$ cat config.mk
export PLATFORM = sky130hd
export DESIGN_NAME = smp_mac
export DESIGN_NICKNAME = d
export VERILOG_FILES = /design/src/rtl/smp_pkg.sv /design/src/rtl/smp_mac.sv
export SDC_FILE = /design/constraint.sdc
export NUM_CORES = 1
export LEC_CHECK = 0
export BUFFER_PORTS_ARGS = -buffer_cell sky130_fd_sc_hd__buf_2
export CORE_MARGIN = 3
export CORE_UTILIZATION = 62
export DETAILED_ROUTE_END_ITERATION = 6
export GPL_TIMING_DRIVEN = 0
export PLACE_DENSITY = 0.82
export SLEW_MARGIN = 20
export SYNTH_ARGS = -nofsm -noshare
export SYNTH_HDL_FRONTEND = slang
export SYNTH_SLANG_ARGS = --single-unit
$ cat constraint.sdc
create_clock -name i_clk -period 9.85 [get_ports i_clk]
set_input_delay 2.955 -clock i_clk [delete_from_list [all_inputs] [get_ports i_clk]]
set_output_delay 2.955 -clock i_clk [all_outputs]
set_load 0.01 [all_outputs]
$ cat src/rtl/smp_pkg.sv
`timescale 1ns / 1ps

package smp_pkg;

    localparam int IDX_W       = 4;
    localparam int DIM_W       = 5;
    localparam int VAL_W       = 16;
    localparam int ACC_W       = 40;
    localparam int IN_TDATA_W  = 24;
    localparam int OUT_TDATA_W = 48;

    localparam logic [DIM_W-1:0] DIM_RESET = 5'd16;

    // configuration register indexes
    localparam logic [1:0] CFG_A_ROWS    = 2'd0;
    localparam logic [1:0] CFG_INNER_DIM = 2'd1;
    localparam logic [1:0] CFG_B_COLS    = 2'd2;

    typedef enum logic [1:0] {
        ACT_CLEAR   = 2'd0,
        ACT_WRITE_B = 2'd1,
        ACT_ACC_A   = 2'd2,
        ACT_READ_C  = 2'd3
    } t_action;

endpackage

$ cat src/rtl/smp_mac.sv
`timescale 1ns / 1ps

module smp_mac #(
    parameter int AW = 8
) (
    input  logic                            i_clk,
    input  logic                            i_rst_n,
    input  logic                            i_issue,
    input  logic [AW-1:0]                   i_addr,
    input  logic signed [smp_pkg::VAL_W-1:0] i_mult,
    input  logic signed [smp_pkg::VAL_W-1:0] i_b_rdata,
    input  logic signed [smp_pkg::ACC_W-1:0] i_c_rdata,
    output logic                            o_busy,
    output logic                            o_we,
    output logic [AW-1:0]                   o_waddr,
    output logic [smp_pkg::ACC_W-1:0]       o_wdata
);

    localparam int PW = 2 * smp_pkg::VAL_W;
    localparam int SW = smp_pkg::ACC_W + 1;
    localparam logic [smp_pkg::ACC_W-1:0] ACC_MAX = {1'b0, {(smp_pkg::ACC_W-1){1'b1}}};
    localparam logic [smp_pkg::ACC_W-1:0] ACC_MIN = {1'b1, {(smp_pkg::ACC_W-1){1'b0}}};

    logic                            r_v1;
    logic                            r_v2;
    logic [AW-1:0]                   r_a1;
    logic [AW-1:0]                   r_a2;
    logic signed [PW-1:0]            r_prod;
    logic signed [smp_pkg::ACC_W-1:0] r_acc;
    logic signed [SW-1:0]            n_sum;

    always_ff @(posedge i_clk) begin
        if (!i_rst_n) begin
            r_v1 <= 1'b0;
            r_v2 <= 1'b0;
        end else begin
            r_v1 <= i_issue;
            r_v2 <= r_v1;
        end
    end

    // memory data arrives in the cycle after issue
    always_ff @(posedge i_clk) begin
        r_a1   <= i_addr;
        r_a2   <= r_a1;
        r_prod <= PW'(i_mult) * PW'(i_b_rdata);
        r_acc  <= i_c_rdata;
    end

    assign n_sum = SW'(r_acc) + SW'(r_prod);

    always_comb begin
        if (n_sum[SW-1] != n_sum[SW-2]) begin
            o_wdata = n_sum[SW-1] ? ACC_MIN : ACC_MAX;
        end else begin
            o_wdata = n_sum[SW-2:0];
        end
    end

    assign o_we    = r_v2;
    assign o_waddr = r_a2;
    assign o_busy  = r_v1 | r_v2;

endmodule

# --- After elaboration in Yosys (flattened, before gate mapping) ---
# Index checks and enable logic that the tools add are counted.
classes:
  n_addsub: 1
  mul: 1
  div: 0
  magnitude_cmp: 0
  eq_ne: 1
  shifts: 0
  muxes: 2
  n_bitwise: 1
  n_reduce_logical: 0
op_table:
  columns: ["op", "count"]
  rows:
  - ["40-bit 2-to-1 mux", 2]
  - ["40-bit by 32-bit adder with 41-bit output", 1]
  - ["16-bit by 16-bit multiplier with 32-bit output", 1]
  - ["1-bit != test", 1]
  - ["1-bit OR", 1]
totals:
  reg_bits: 90
  latchBits: 0
  ramBits: 0
  rom_bits: 0
  input_bits: 83
  output_inout_bits: 50
  word_cells: 12
  memories: 0

# --- Logic depth before layout (Yosys ltp) ---
logic_depth:
  depth_word: 3
  depth_mapped: 24
  ltp_nobuf: 23

# --- Least setup slack after synthesis ---
# OpenSTA, ideal clock, no wires.
synth_timing:
  path_kind: "input port to flip-flop"
  start: "in i_mult[15] in the netlist's numbering"
  end: "reg r_prod[31]"
  setup_ns: 0.072
  t_arrival_ns: 8.598
  required_time_ns: 9.778
  slack_ns: 1.180
  cell_stages: 23
  n_path_buf: 1
  path_cell_list: "clkbuf_1 nand2_1 inv_1 fa_1 inv_1 fa_1 fa_1 inv_1 fa_1 fa_1 inv_1 fa_1 inv_1 ha_1 a21o_1 a21oi_1 nand3b_1 o31a_1 a311oi_1 o22ai_1 a211o_1 a21oi_1 xnor2_1"
synth_between:
  elab_chain_cells: 1
synth_rtl:
  columns: ["item", "line_no", "source"]
  rows:
  - ["start: declaration", "smp_mac.sv:10", "input logic signed [smp_pkg::VAL_W-1:0] i_mult,"]
  - ["16-bit by 16-bit multiplier with 32-bit output", "smp_mac.sv:46", "r_prod <= PW'(i_mult) * PW'(i_b_rdata);"]
  - ["end signal: assignment", "smp_mac.sv:46", null]
  - ["end: declaration", "smp_mac.sv:28", "logic signed [PW-1:0] r_prod;"]
# Every way passes these cells.
# A chain may end at the register's enable or synchronous reset.

# --- Worst setup path after layout ---
layout_timing:
  start: "in i_mult[9] in the netlist's numbering"
  end: "reg r_prod[31]"
# Same word-level chain as after synthesis.

==> flow_metrics.py <==
metrics = {
    "place": {
        "dp_hpwl_um": 29800,
        "place.gp.congestion": 0.942,
        "port_buffers": 132,
    },
    "synth": {
        "synth_top_area_share_pct": 37.2,
        "synth_most_common_cell": "inv_1",
        "synth_area_per_cell_um2": 9.28,
        "synth-seq-area-share_pct": 12.7,
        "synth_seq_cells": 90,
        "synth_common_cells": "inv_1, fa_1, nand2_1",
        "synth_nets": 1993,
        "synth_edf_count": 0,
        "yosysUniqueCellTypes": 59,
        "synth_top_area_cell": "fa_1",
        "synth_area_um2": 14100,
        "ys.flop_type": "dfxtp_1",
        "ys_async_sr_fraction_pct": 0,
        "yosys_warnings": 0,
        "syn_inst": 1525,
        "synth_area_leaders": "fa_1, dfxtp_1, ha_1, inv_1, and2_1",
    },
    "timing": {
        "rsz0062_at_grt": "no",
        "timing.fmax_mhz": 106,
        "slew_headroom_pct": 48.2,
        "finalSetupTns_ps": 0,
        "fin_skew_ps": 3.32,
        "slew_violations": 0,
        "fin_crit_sh_pct": 95.8,
        "finalHoldViolations": 0,
        "worst_pin_slew_ps": 757,
        "fin_crit_ps": 9440,
        "finalSetupViolCount": 0,
    },
    "clock_network": {
        "cts_setup_buffers": 0,
        "worstSkewPairLatency_ps": 340,
        "cts_buffers": 9,
        "clk_path_buf_depth": 2,
        "cts_tree": "built",
        "cts_root_buf": "clkbuf_16",
        "cts_sinks": 90,
        "post_cts_resized": 0,
        "htree_levels": 3,
        "cts.clk_slew.worst_paths_ps": 70,
        "hold_buffers": 0,
    },
    "worst_setup_path": {
        "cp_slowest_cell": "fa_1",
        "arrival_ps": 9710,
        "crit_top_cell": "fa_1",
        "path_depth": 22,
        "end_kind": "flip-flop",
        "max_stage_delay_ps": 610,
        "path_buf_inv": 5,
        "r2r_cells": 1,
        "cp-start-kind": "input pin",
        "path_delay_family": "adder cells",
        "crit_type": "input pin to flip-flop",
        "required_ps": 10120,
        "path_cells": "buf_2 -> clkbuf_1 -> nand2_1 -> fa_1 -> inv_1 -> fa_1 -> fa_1 -> fa_1 -> fa_1 -> inv_1 -> fa_1 -> inv_1 -> ha_1 -> a21o_1 -> a21oi_1 -> nand3b_1 -> o31a_1 -> a311oi_1 -> o22ai_1 -> a211o_1 -> a21oi_1 -> xnor2_1",
        "cp_max_fo": 10,
    },
    "finish": {
        "drive_above_1_share_pct": 11.4,
        "n_fill_cell": 1686,
        "num-nets-final": 2136,
        "area_delta_synth_final_pct": 9.46,
        "antenna_cells": 0,
    },
    "floorplanning": {
        "row_count": 54,
        "die_w_um": 157,
        "die_area_um2": 24700,
        "ios": 133,
        "start_util_pct": 64.0,
        "fp.dieH_um": 157,
        "core_um2": 22100,
    },
    "global_route": {
        "antenna_found_initial": 0,
        "grt_max_degree": 17,
        "overflow": 0,
        "grt_pass1_wl_um": 58700,
        "grt_pass1_vias": 12000,
        "grt_use_total_pct": 30.3,
    },
    "outcome": {
        "status": "completed",
    },
    "drt": {
        "dr.first_iter.drc_count": 844,
        "wire_per_inst_um": 18.2,
        "dr.pass1.iters": 5,
        "remaining_drc_errors": 0,
        "ant_nets": 0,
        "vias": 11100,
        "vias_per_cell": 5.70,
        "wl_um": 35600,
    },
    "worst_hold_path": {
        "whs_path_depth": 0,
        "hold_path.class": "flip-flop to flip-flop",
    },
    "run": {
        "drv_cap": 0,
    },
}
-- cells in the final DEF, fill, tap and decap left out, types with 49 or more instances in the layout --
cell	count
and2_1	131
inv_1	284
dfxtp_1	90
fa_1	263
buf_2	136
a21oi_1	58
o21ai_0	53
clkbuf_1	49
ha_1	122
nand2_1	146
-- layout make-up --
type | count | area [um^2] | area share, %
Multi-Input combinational cell | 1092 | 11000 | 71.0
Sequential cell | 90 | 1800 | 11.6
Inverter | 284 | 1070 | 6.88
Timing Repair Buffer | 132 | 661 | 4.27
Tap cell | 280 | 350 | 2.26
Buffer | 59 | 280 | 1.81
Clock buffer | 10 | 229 | 1.48
Clock inverter | 6 | 97.6 | 0.630
-- flip-flops by register name, indices dropped and copies added, names as in the netlist --
| signal | flops |
|---|---|
| o_we | 1 |
| r_a1 | 8 |
| r_acc | 40 |
| r_prod | 32 |
| o_waddr | 8 |
| r_v1 | 1 |
-- metal layers --
metal / wire length, um / global-route usage (%) / part of all wire [%] / vias up
li1: - / - / - / 5052
met1: 13200 / 36.8 / 37 / 5428
met2: 17800 / 52.6 / 50 / 502
met3: 2370 / 4.29 / 6.6 / 142
met4: 2200 / 15.5 / 6.2 / 0
met5: 0 / 0 / 0 / -
-- stage by stage --
stage                     cell area, um^2  setup slack, ps  util, %  hold slack (ps)  cells
after floorplan                     14100             1180        -              310   1525
after global placement              15200              215     68.6              310   1937
after detailed placement            15200              162     68.6              315   1937
after CTS                           15500              484     70.1              331   1953
after global routing                15500             94.7     70.1              337   1953
final                               15500              410     70.1              330   1953
-- final timing paths --
path                   from    endpoint  slack (ps)
hold / removal      r_a1[5]  o_waddr[5]         330
setup reg to reg       r_v1        o_we        9320
hold reg to reg     r_a1[5]  o_waddr[5]         330
setup / recovery  i_mult[9]  r_prod[31]         410
-- logic make-up after synthesis --
family | count (synthesis) | synth area share [%]
muxes | 4 | 0.327
buffers and inverters | 343 | 9.52
AOI/OAI and AO/OA | 226 | 10.5
and+or+nand+nor | 403 | 14.4
DFF | 90 | 12.7
xor gates and xnor gates | 74 | 4.58
adders and majority gates | 385 | 48.0
Power is left out: the tool's default activity adds up to more than one toggle a clock period on the data nets, which glitch-free logic cannot reach.
